<file path="config.mk">
export PLATFORM = sky130hd
export DESIGN_NAME = msp_alu
export DESIGN_NICKNAME = d
export VERILOG_FILES = /design/src/design/mips_subset_five_stage_pipeline_defines.svh /design/src/design/msp_pkg.sv /design/src/design/msp_alu.sv
export SDC_FILE = /design/constraint.sdc
export NUM_CORES = 1
export LEC_CHECK = 0
export ABC_CLOCK_PERIOD_IN_PS = 5550
export BUFFER_PORTS_ARGS = -buffer_cell sky130_fd_sc_hd__clkbuf_2
export CORE_MARGIN = 2
export CORE_UTILIZATION = 50
export DETAILED_ROUTE_END_ITERATION = 8
export PLACE_DENSITY = 0.74
export SETUP_SLACK_MARGIN = 0.2
export SYNTH_ARGS = -nofsm -noshare
export SYNTH_HDL_FRONTEND = slang
export SYNTH_SLANG_ARGS = --single-unit
</file>
<file path="constraint.sdc">
create_clock -name vclk -period 5.55
set_input_delay 0 -clock vclk [all_inputs]
set_output_delay 0 -clock vclk [all_outputs]
set_load 0.005 [all_outputs]
</file>
<file path="src/design/mips_subset_five_stage_pipeline_defines.svh">
// assertion macros for the mips subset pipeline
// included by files that carry concurrent checks; no other dependencies
`ifndef MIPS_SUBSET_FIVE_STAGE_PIPELINE_DEFINES_SVH
`define MIPS_SUBSET_FIVE_STAGE_PIPELINE_DEFINES_SVH

`ifndef NO_ASSERTIONS

// consequent must hold in the same cycle as the antecedent
`define MSP_ASSERT_NOW(lbl, clk, rst_n, ante, cons) \
    lbl: assert property (@(posedge clk) disable iff (!(rst_n)) (ante) |-> (cons)) \
        else $error("check failed in same cycle");

// consequent must hold in the cycle after the antecedent
`define MSP_ASSERT_NEXT(lbl, clk, rst_n, ante, cons) \
    lbl: assert property (@(posedge clk) disable iff (!(rst_n)) (ante) |=> (cons)) \
        else $error("check failed in next cycle");

`else

`define MSP_ASSERT_NOW(lbl, clk, rst_n, ante, cons)
`define MSP_ASSERT_NEXT(lbl, clk, rst_n, ante, cons)

`endif

`endif

</file>
<file path="src/design/msp_pkg.sv">
// shared types, codes and sizes of the mips subset pipeline
// used by msp_alu, the top level, the checker and the testbench; no dependencies
package msp_pkg;

    // storage sizes
    localparam int MEM_AW = 8;
    localparam int REG_AW = 5;

    // item kinds carried in the input tuser
    localparam logic OPER_LOAD = 1'b0;
    localparam logic OPER_TICK = 1'b1;

    // control words and their bits
    typedef logic [10:0] t_ctrl;
    localparam t_ctrl CTRL_NONE  = 11'h000;
    localparam t_ctrl CTRL_RTYPE = 11'h588;
    localparam t_ctrl CTRL_LW    = 11'h2C0;
    localparam t_ctrl CTRL_SW    = 11'h220;
    localparam t_ctrl CTRL_ADDI  = 11'h380;
    localparam int CB_REGDST = 10;
    localparam int CB_ALUSRC = 9;
    localparam int CB_MEMTOREG_N = 8;
    localparam int CB_REGWRITE = 7;
    localparam int CB_MEMREAD = 6;
    localparam int CB_MEMWRITE = 5;

    // opcodes
    localparam logic [5:0] OP_RTYPE = 6'h00;
    localparam logic [5:0] OP_LW    = 6'h23;
    localparam logic [5:0] OP_SW    = 6'h2B;
    localparam logic [5:0] OP_ADDI  = 6'h08;

    // r-type function codes
    localparam logic [5:0] FN_SLL  = 6'd0;
    localparam logic [5:0] FN_SRL  = 6'd2;
    localparam logic [5:0] FN_HALT = 6'd12;
    localparam logic [5:0] FN_ADD  = 6'd32;
    localparam logic [5:0] FN_SUB  = 6'd34;
    localparam logic [5:0] FN_SLT  = 6'd42;

    // halt and countdown
    localparam logic [31:0] HALT_WORD = 32'd12;
    localparam logic [9:0]  HALT_DRAIN = 10'd4;
    localparam logic [9:0]  COUNTDOWN_START = 10'd1000;
    localparam logic [31:0] RESET_PC = 32'd4;

    // pipeline latches
    typedef struct packed {
        logic [31:0] rd1;
        logic [31:0] rd2;
        logic [31:0] extnd;
        logic [4:0]  rt;
        logic [4:0]  rd;
        t_ctrl       ctrl;
    } t_de_latch;

    typedef struct packed {
        logic [31:0] alu;
        logic [31:0] rd2;
        logic [4:0]  regrd;
        t_ctrl       ctrl;
    } t_em_latch;

    typedef struct packed {
        logic [31:0] memout;
        logic [31:0] alu;
        logic [4:0]  regrd;
        t_ctrl       ctrl;
    } t_mw_latch;

endpackage

</file>
<file path="src/design/msp_alu.sv">
// execute stage alu of the mips subset pipeline
// depends on msp_pkg for the latch type and the function codes
module msp_alu (
    input  msp_pkg::t_de_latch i_de,
    input  logic [31:0]        i_prev_alu,
    output logic [31:0]        o_alu
);
    import msp_pkg::*;

    logic [31:0] opb;
    logic [5:0]  efn;

    // operand select and operation
    always_comb begin
        opb = i_de.ctrl[CB_ALUSRC] ? i_de.extnd : i_de.rd2;
        efn = i_de.extnd[5:0];
        o_alu = i_prev_alu;
        if (i_de.ctrl == CTRL_RTYPE) begin
            case (efn)
                FN_ADD:  o_alu = i_de.rd1 + opb;
                FN_SUB:  o_alu = i_de.rd1 - opb;
                FN_SLL:  o_alu = i_de.rd1 << opb[4:0];
                FN_SRL:  o_alu = i_de.rd1 >> opb[4:0];
                FN_SLT:  o_alu = {31'd0, $signed(i_de.rd1) < $signed(opb)};
                FN_HALT: o_alu = '0;
                default: o_alu = i_prev_alu;
            endcase
        end else if (i_de.ctrl inside {CTRL_LW, CTRL_SW, CTRL_ADDI}) begin
            o_alu = i_de.rd1 + opb;
        end
    end

endmodule

</file>
======== After elaboration in Yosys (flattened, before gate mapping) ========
Index checks and enable logic that the tools add are counted.
W data, S select, Z words.
storage, ports and cells
  bits in registers ....................... 0
  output and inout bits ................... 32
  logic and storage cells ................. 20
  input bits .............................. 149
cells by class
  reduce and logical (&&, ||, !) cells .... 2
  add/subtract/negate cells ............... 2
  shift operators ......................... 2
  equal/unequal tests ..................... 9
  mux-type cells .......................... 4
  order comparisons ....................... 1
operator list
  kind                    count
  $pmux W32 S6            1
  $mux W32                3
  $eq A11 B10 Y1 const B  3
  $add A32 B32 Y32        1
  $lt A32 B32 Y1          1
  $shl A32 B5 Y32         1
  $shr A32 B5 Y32         1
  $sub A32 B32 Y32        1
  $eq A6 B6 Y1 const B    3
  $eq A11 B11 Y1 const B  1
  $eq A6 B2 Y1 const B    1
  $eq A6 B4 Y1 const B    1
  $logic_not A6 Y1        1
  $reduce_bool A3 Y1      1

======== Logic depth before layout (Yosys ltp) ========
Gate-level depths: netlist (run 1).
  depth in word-level cells ............... 4
  mapped depth ............................ 17

======== Least setup slack after synthesis (run 1) ========
OpenSTA, ideal clock, no wires.
  kind .................................... in2out
  start point ............................. input port i_de[9] in the netlist's numbering
  end point ............................... output port o_alu[28]
  setup slack ............................. 1.828 ns
  stages .................................. 15
  required time ........................... 5.550 ns
  arrival ................................. 3.722 ns
  cells stage by stage .................... buf_6 > mux2i_1 > clkbuf_1 > clkbuf_1 > buf_1 > ha_1 > a21oi_1 > a31oi_1 > o21a_1 > and2_1 > a221o_1 > a221oi_1 > mux2i_1 > a2111oi_0 > a211oi_1
on the way
  longest elaborated chain between the ends .. 4
ends and longest elaborated chain
  item                                               line                          source
  start: declaration                                 msp_alu.sv:4                  input msp_pkg::t_de_latch i_de,
  $mux W32 / $eq A11 B10 Y1 (equally long branches)  msp_alu.sv:15, msp_alu.sv:28
  $sub A32 B32 Y32, or another cell as far along     msp_alu.sv:21                 FN_SUB: o_alu = i_de.rd1 - opb;
  $pmux W32 S6 / $mux W32 (equally long branches)    msp_alu.sv:19, msp_alu.sv:28
  $mux W32 *                                         msp_alu.sv:18                 if (i_de.ctrl == CTRL_RTYPE) begin
  end: declaration                                   msp_alu.sv:6                  output logic [31:0] o_alu
Every way passes the cells marked *; elsewhere a longest branch is shown, timed or not.

======== Worst setup path in the final report (run 1) ========
  start point ............................. input port i_de[9] in the netlist's numbering
  end point ............................... output port o_alu[27]
Same word-level chain as after synthesis.

==> summary.md, run 1 <==
| Metric | Value |
|---|---|
| Chip width | `136 um` |
| Setup-failing EPs final | `0` |
| Layout cells sized above 1 | `0.176` |
| First-pass GRT wire length | `57.7 mm` |
| Area growth from synthesis to layout | `10.8%` |
| Power density normalized to cell area | `120 nW/um2` |
| Io pins | `181` |
| Number of search-and-repair iterations in the first detailed-routing pass | `8` |
| Largest net degree at the start of global routing | `50` |
| Core Util, Final | `0.561` |
| Final Slew Violations | `0` |
| Part of the total power dissipated in sequential elements | `0` |
| Post-DR vias/cell | `6.93` |
| DRC marker count from the first detailed-route iteration | `1372` |
| DRC violation count after routing | `0` |
| Most common library cell in the layout ignoring fill and taps | `sky130_fd_sc_hd__clkbuf_2` |
| Die outline area | `18400 um2` |
| Effective utilization at floorplan | `0.507` |
| Switch share | `0.635` |
| Critical path capture point type | `primary output` |
| Arrival time at the worst endpoint | `4.69 ns` |
| Proportion of power drawn by combinational gates | `1.000` |
| Number of buffers inserted for hold repair after clock tree synthesis | `0` |
| Number of flip-flops and latches | `0` |
| Area share of the largest cell type after synthesis | `0.140` |
| Final WL | `39.1 mm` |
| Synthesized Nets | `1512` |
| Layout net count | `1609` |
| Number of clock-tree buffers in the layout | `0` |
| Highest achievable clock rate | `213 MHz` |
| Overall Power | `0.00115 W` |
| Hold path depth | `3` |
| Sum of negative setup slack | `0 ns` |
| Die Y-Extent | `136 um` |
| Clock share of power | `0` |
| Setup repair after global routing missed its margin | `no` |
| Netlist area before placement | `8680 um2` |
| Cell types with the largest area share after synthesis | `sky130_fd_sc_hd__mux2i_1, sky130_fd_sc_hd__ha_1, sky130_fd_sc_hd__mux4_2` |
| Count of different cell masters after synthesis | `77` |
| Hold violation count in the final report | `0` |
| Category of the worst setup path launch point | `input pin` |
| Critical path endpoint | `o_alu[27]` |
| Antenna fix cells | `0` |
| Number of buffers inserted to repair setup after CTS | `0` |
| Critical path peak fanout | `24` |
| Number of global-route vias before repair | `9852` |
| Number of antenna violations at the first check in global routing | `0` |
| Library cell with the largest summed area after synthesis | `sky130_fd_sc_hd__mux2i_1` |
| Post-DP HPWL | `30.6 mm` |
| Average detailed-routed wire length per instance | `24.2 um` |
| Total GRT Usage | `0.405` |
| Detailed-route via count | `11.2k` |
| Register area | `0 um2` |
| Cells resized by post-CTS repair | `0` |
| Internal power of the cells | `0.000421 W` |
| Row cnt | `48` |
| Number of nets with antenna violations after detailed routing | `0` |
| Switching Power | `0.000732 W` |
| Worst hold-check path type | `in2out` |
| Sequential-to-total area share from yosys stat | `0` |
| RePlAce Congestion | `1.06` |
| Total of warnings raised by yosys | `0` |
| Residual overflow from global routing | `0` |
| Count of buffers from port buffering | `171` |
| Leakage Power | `4.26 nW` |
| Period Utilization, post-route | `0.845` |
| Average size of a mapped cell | `6.69 um2` |
| Status | `complete, no violations` |
| Final min period | `4.69 ns` |
| Worst supply voltage drop on vdd | `0.0702 mV` |
| Setup CP Type | `in2out` |
| Filler Cell Count | `1761` |
| Post-Synthesis Cells | `1296` |
| Most frequent cells in the layout | `sky130_fd_sc_hd__clkbuf_2, sky130_fd_sc_hd__nand2_1, sky130_fd_sc_hd__nor2_1, sky130_fd_sc_hd__mux2i_1, sky130_fd_sc_hd__a21oi_1` |
| Max-capacitance violation count | `0` |
| Required @ worst endpoint | `5.55 ns` |
| Relative slew margins | `0.269` |
| Area taken by multi-input logic gates | `8080 um2` |
| Worst hold slack | `0.314 ns` |
| Least-Margin Pin Slew | `1.07 ns` |
| Area of the placeable core | `17100 um2` |
| CP Launch Point | `i_de[9]` |
critical path, cell delays in order:
cell                       delay [ns]
sky130_fd_sc_hd__clkbuf_2        0.75
sky130_fd_sc_hd__mux2i_4         0.63
sky130_fd_sc_hd__ha_1            0.43
sky130_fd_sc_hd__nand2b_1        0.12
sky130_fd_sc_hd__o311ai_1        0.16
sky130_fd_sc_hd__a21oi_1         0.43
sky130_fd_sc_hd__a41oi_1         0.33
sky130_fd_sc_hd__a21oi_1         0.45
sky130_fd_sc_hd__a21oi_1         0.33
sky130_fd_sc_hd__or4b_1          0.56
sky130_fd_sc_hd__a32oi_1         0.22
sky130_fd_sc_hd__o22a_1          0.15
sky130_fd_sc_hd__clkbuf_2        0.12
routing by layer:
layer  track usage  vias to the layer above  wire length [um]
li1              -                     5097                 -
met1         0.575                     5293             16100
met2         0.637                      710             17400
met3        0.0636                       98              4300
met4         0.109                        0              1370
met5             0                        -                 0
per-stage QoR:
stage          setup slack (ns)  cells  cell area (um2)
6_report                  0.858   1616             9610
5_1_grt                   0.773   1616             9610
4_1_cts                    1.07   1616             9610
3_5_place_dp               1.08   1616             9610
3_3_place_gp               1.09   1616             9610
2_1_floorplan              1.83   1296             8680
power groups by stage:
stage / clock (W) / sequential, W / combinational (W)
after CTS: 0 / 0 / 0.00112
after detailed placement: 0 / 0 / 0.00111
after global placement: 0 / 0 / 0.00111
after floorplan: 0 / 0 / 0.000771
final: 0 / 0 / 0.00115
after global routing: 0 / 0 / 0.00123
kinds of logic after synthesis:
logic type	share of synthesized area
buf+inv	0.0737
mux	0.221
simple gates	0.251
xor+xnor	0.0363
fa+ha+maj	0.0984
compound gates	0.320
cell usage after synthesis (all sizes together), types with 8 or more instances:
library cell and n:
nand3 42, a21o 19, ha 65, o21ai 78, nand2b 14, mux2i 124
inv 60, and3 10, xnor2 30, o32ai 8, a221oi 17, and2 8
nor2 132, a211oi 13, o211ai 16, nor4 15, buf 36, o21bai 11
or3 15, mux4 29, o21a 13, o22ai 21, o311ai 8, nor3 29
o2111ai 11, nand2 148, a31oi 29, o31ai 14, nand4 10, a221o 8
clkbuf 62, nor2b 18, a21oi 97
final cells by class:
type / count / share of cell area
timing repair buffer: 193 / 0.106
multi-input combinational: 1138 / 0.841
tap: 225 / 0.0293
inverter: 60 / 0.0234
worst min-delay path by stage:
stage                              start   endpoint
final                     i_prev_alu[17]  o_alu[17]
after detailed placement  i_prev_alu[21]  o_alu[21]
after CTS                 i_prev_alu[21]  o_alu[21]
after floorplan           i_prev_alu[21]  o_alu[21]
after global routing      i_prev_alu[17]  o_alu[17]
after global placement    i_prev_alu[21]  o_alu[21]
No activity file was read; power rests on OpenSTA's default activity.
==> run 2: changes to the inputs <==
--- a/config.mk
+++ b/config.mk
@@ -5,7 +5,7 @@
 export SDC_FILE = /design/constraint.sdc
 export NUM_CORES = 1
 export LEC_CHECK = 0
-export ABC_CLOCK_PERIOD_IN_PS = 5550
+export ABC_CLOCK_PERIOD_IN_PS = 4870
 export BUFFER_PORTS_ARGS = -buffer_cell sky130_fd_sc_hd__clkbuf_2
 export CORE_MARGIN = 2
 export CORE_UTILIZATION = 50
==> constraint.sdc (replaced) <==
create_clock -name vclk -period 4.87
set_input_delay 0 -clock vclk [all_inputs]
set_output_delay 0 -clock vclk [all_outputs]
set_load 0.005 [all_outputs]
==> run 2 against run 1 <==
- worst setup slack lost 0.12 ns
- die area is the same
- wire length grew 3.3%
- first-iteration DRC count shrank 16%
- clock-buffer cell count is the same
- non-clock buffer count grew 14
- worst hold slack lost 0.00070 ns
- global-route usage grew 1.3 points
- critical path depth grew 1
- critical path type unchanged
- critical endpoint unchanged
- largest power group unchanged
==> summary.md, run 2 (same netlist as run 1, synthesis figures left out) <==
| Metric | Value |
|---|---|
| DRC marker count from the first detailed-route iteration | `1151 (was 1372)` |
| Average detailed-routed wire length per instance | `24.8 um (was 24.2 um)` |
| Period Utilization, post-route | `0.848` |
| Worst supply voltage drop on vdd | `0.0908 mV (was 0.0702 mV)` |
| Io pins | `181 (unchanged)` |
| Filler Cell Count | `1789 (was 1761)` |
| Total GRT Usage | `0.419 (was 0.405)` |
| Relative slew margins | `0.413 (was 0.269)` |
| Category of the worst setup path launch point | `input pin (unchanged)` |
| Antenna fix cells | `0 (unchanged)` |
| Status | `complete, no violations (unchanged)` |
| Final min period | `4.13 ns` |
| Leakage Power | `4.34 nW (was 4.26 nW)` |
| Hold path depth | `3 (unchanged)` |
| Die outline area | `18400 um2 (unchanged)` |
| Final Slew Violations | `0 (unchanged)` |
| Highest achievable clock rate | `242 MHz` |
| Cells resized by post-CTS repair | `0 (unchanged)` |
| Number of flip-flops and latches | `0 (unchanged)` |
| Chip width | `136 um (unchanged)` |
| Worst hold slack | `0.314 ns (about the same)` |
| First-pass GRT wire length | `58.9 mm (was 57.7 mm)` |
| RePlAce Congestion | `1.05 (was 1.06)` |
| Setup-failing EPs final | `0 (unchanged)` |
| Worst Hold Launch | `i_prev_alu[17] (unchanged)` |
| Setup CP Type | `in2out (unchanged)` |
| Critical path capture point type | `primary output (unchanged)` |
| Max-capacitance violation count | `0 (unchanged)` |
| Register area | `0 um2 (unchanged)` |
| Least-Margin Pin Slew | `0.857 ns (was 1.07 ns)` |
| Power density normalized to cell area | `138 nW/um2 (was 120 nW/um2)` |
| Area taken by multi-input logic gates | `8080 um2 (unchanged)` |
| Layout cells sized above 1 | `0.184 (was 0.176)` |
| Worst hold-check path type | `in2out (unchanged)` |
| Non-Filler Cell Area, Final | `9730 um2 (was 9610 um2)` |
| Number of antenna violations at the first check in global routing | `1 (was 0)` |
| Hold path endpoint | `o_alu[17] (unchanged)` |
| Final WS setup | `0.742 ns (was 0.858 ns)` |
| Number of buffers inserted to repair setup after CTS | `0 (unchanged)` |
| Hold violation count in the final report | `0 (unchanged)` |
| Number of buffers inserted for hold repair after clock tree synthesis | `0 (unchanged)` |
| Area growth from synthesis to layout | `12.1% (was 10.8%)` |
| Number of search-and-repair iterations in the first detailed-routing pass | `6 (was 8)` |
| Most frequent cells in the layout | `sky130_fd_sc_hd__clkbuf_2, sky130_fd_sc_hd__nand2_1, sky130_fd_sc_hd__nor2_1, sky130_fd_sc_hd__mux2i_1, sky130_fd_sc_hd__a21oi_1 (unchanged)` |
| Arrival time at the worst endpoint | `4.13 ns (was 4.69 ns)` |
| Row cnt | `48 (unchanged)` |
| Area of the placeable core | `17100 um2 (unchanged)` |
| DRC violation count after routing | `0 (unchanged)` |
| Final WL | `40.4 mm (was 39.1 mm)` |
| Layout net count | `1623 (was 1609)` |
| Residual overflow from global routing | `0 (unchanged)` |
| Detailed-route via count | `11.2k (about the same)` |
| Effective utilization at floorplan | `0.507 (unchanged)` |
| Count of buffers from port buffering | `171 (unchanged)` |
| Critical path peak fanout | `28 (was 24)` |
| Number of nets with antenna violations after detailed routing | `0 (unchanged)` |
| Number of global-route vias before repair | `10.1k (was 9852)` |
| Sum of negative setup slack | `0 ns (unchanged)` |
| Placement-stage cell area | `9730 um2 (was 9610 um2)` |
| Die Y-Extent | `136 um (unchanged)` |
| Post-DR vias/cell | `6.88 (was 6.93)` |
| Post-DP HPWL | `31.8 mm (was 30.6 mm)` |
| Required @ worst endpoint | `4.87 ns (was 5.55 ns)` |
| Largest net degree at the start of global routing | `50 (unchanged)` |
| Number of clock-tree buffers in the layout | `0 (unchanged)` |
| Most common library cell in the layout ignoring fill and taps | `sky130_fd_sc_hd__clkbuf_2 (unchanged)` |
| Worst slack at placement | `0.823 ns (was 1.08 ns)` |
| Setup repair after global routing missed its margin | `no (unchanged)` |
[run 2: changes by cell type in the layout (fill, tap and decap cells not counted)]
| cell | previous run | this run |
|---|---|---|
| sky130_fd_sc_hd__buf_4 | 22 | 35 |
| sky130_fd_sc_hd__buf_12 | 0 | 1 |
[run 2: cell type report]
cell class	count	share of cell area
timing repair buffer	207	0.117
tap	225	0.0289
inverter	60	0.0232
multi-input combinational	1138	0.831
[run 2: per-layer routing]
metal  routed length, um  track usage  vias to the layer above
met5                   0            0                        -
met4                1730        0.137                        0
met3                4490       0.0838                      113
met2               17900        0.658                      696
met1               16300        0.572                     5293
li1                    -            -                     5120
[run 2: worst max-delay path by stage]
stage | slack (ns) | cells after the start | from | endpoint
floorplan | 1.15 | 15 | i_de[9] | o_alu[28]
global placement | 0.90 | 14 | i_de[9] | o_alu[27]
detailed placement | 0.82 | 14 | i_de[9] | o_alu[27]
CTS | 0.81 | 14 | i_de[9] | o_alu[27]
global route | 0.43 | 14 | i_de[9] | o_alu[27]
finish | 0.74 | 14 | i_de[9] | o_alu[27]
[run 2: where the power goes]
| part | internal, W | switching (W) |
|---|---|---|
| Combinational | 0.000494 | 0.000848 |
| Sequential | 0 | 0 |
| Clock | 0 | 0 |
| Total | 0.000494 | 0.000848 |
[run 2: critical path: stages]
cell,delay [ns]
sky130_fd_sc_hd__clkbuf_2,0.39
sky130_fd_sc_hd__buf_12,0.28
sky130_fd_sc_hd__mux2i_1,0.31
sky130_fd_sc_hd__ha_1,0.44
sky130_fd_sc_hd__nor2_1,0.20
sky130_fd_sc_hd__o21ai_0,0.11
sky130_fd_sc_hd__a2111oi_1,0.66
sky130_fd_sc_hd__nor4_1,0.11
sky130_fd_sc_hd__a21oi_1,0.40
sky130_fd_sc_hd__a21oi_1,0.18
sky130_fd_sc_hd__or4b_1,0.51
sky130_fd_sc_hd__a32oi_1,0.23
sky130_fd_sc_hd__o22a_1,0.14
sky130_fd_sc_hd__clkbuf_2,0.12
[run 2: through the flow]
stage | cells | total power, W | utilization
after global placement | 1630 | 0.00128 | 0.568
after detailed placement | 1630 | 0.00129 | 0.568
after CTS | 1630 | 0.00130 | 0.568
final | 1630 | 0.00134 | 0.568
after floorplan | 1296 | 0.000878 | -
after global routing | 1630 | 0.00143 | 0.568
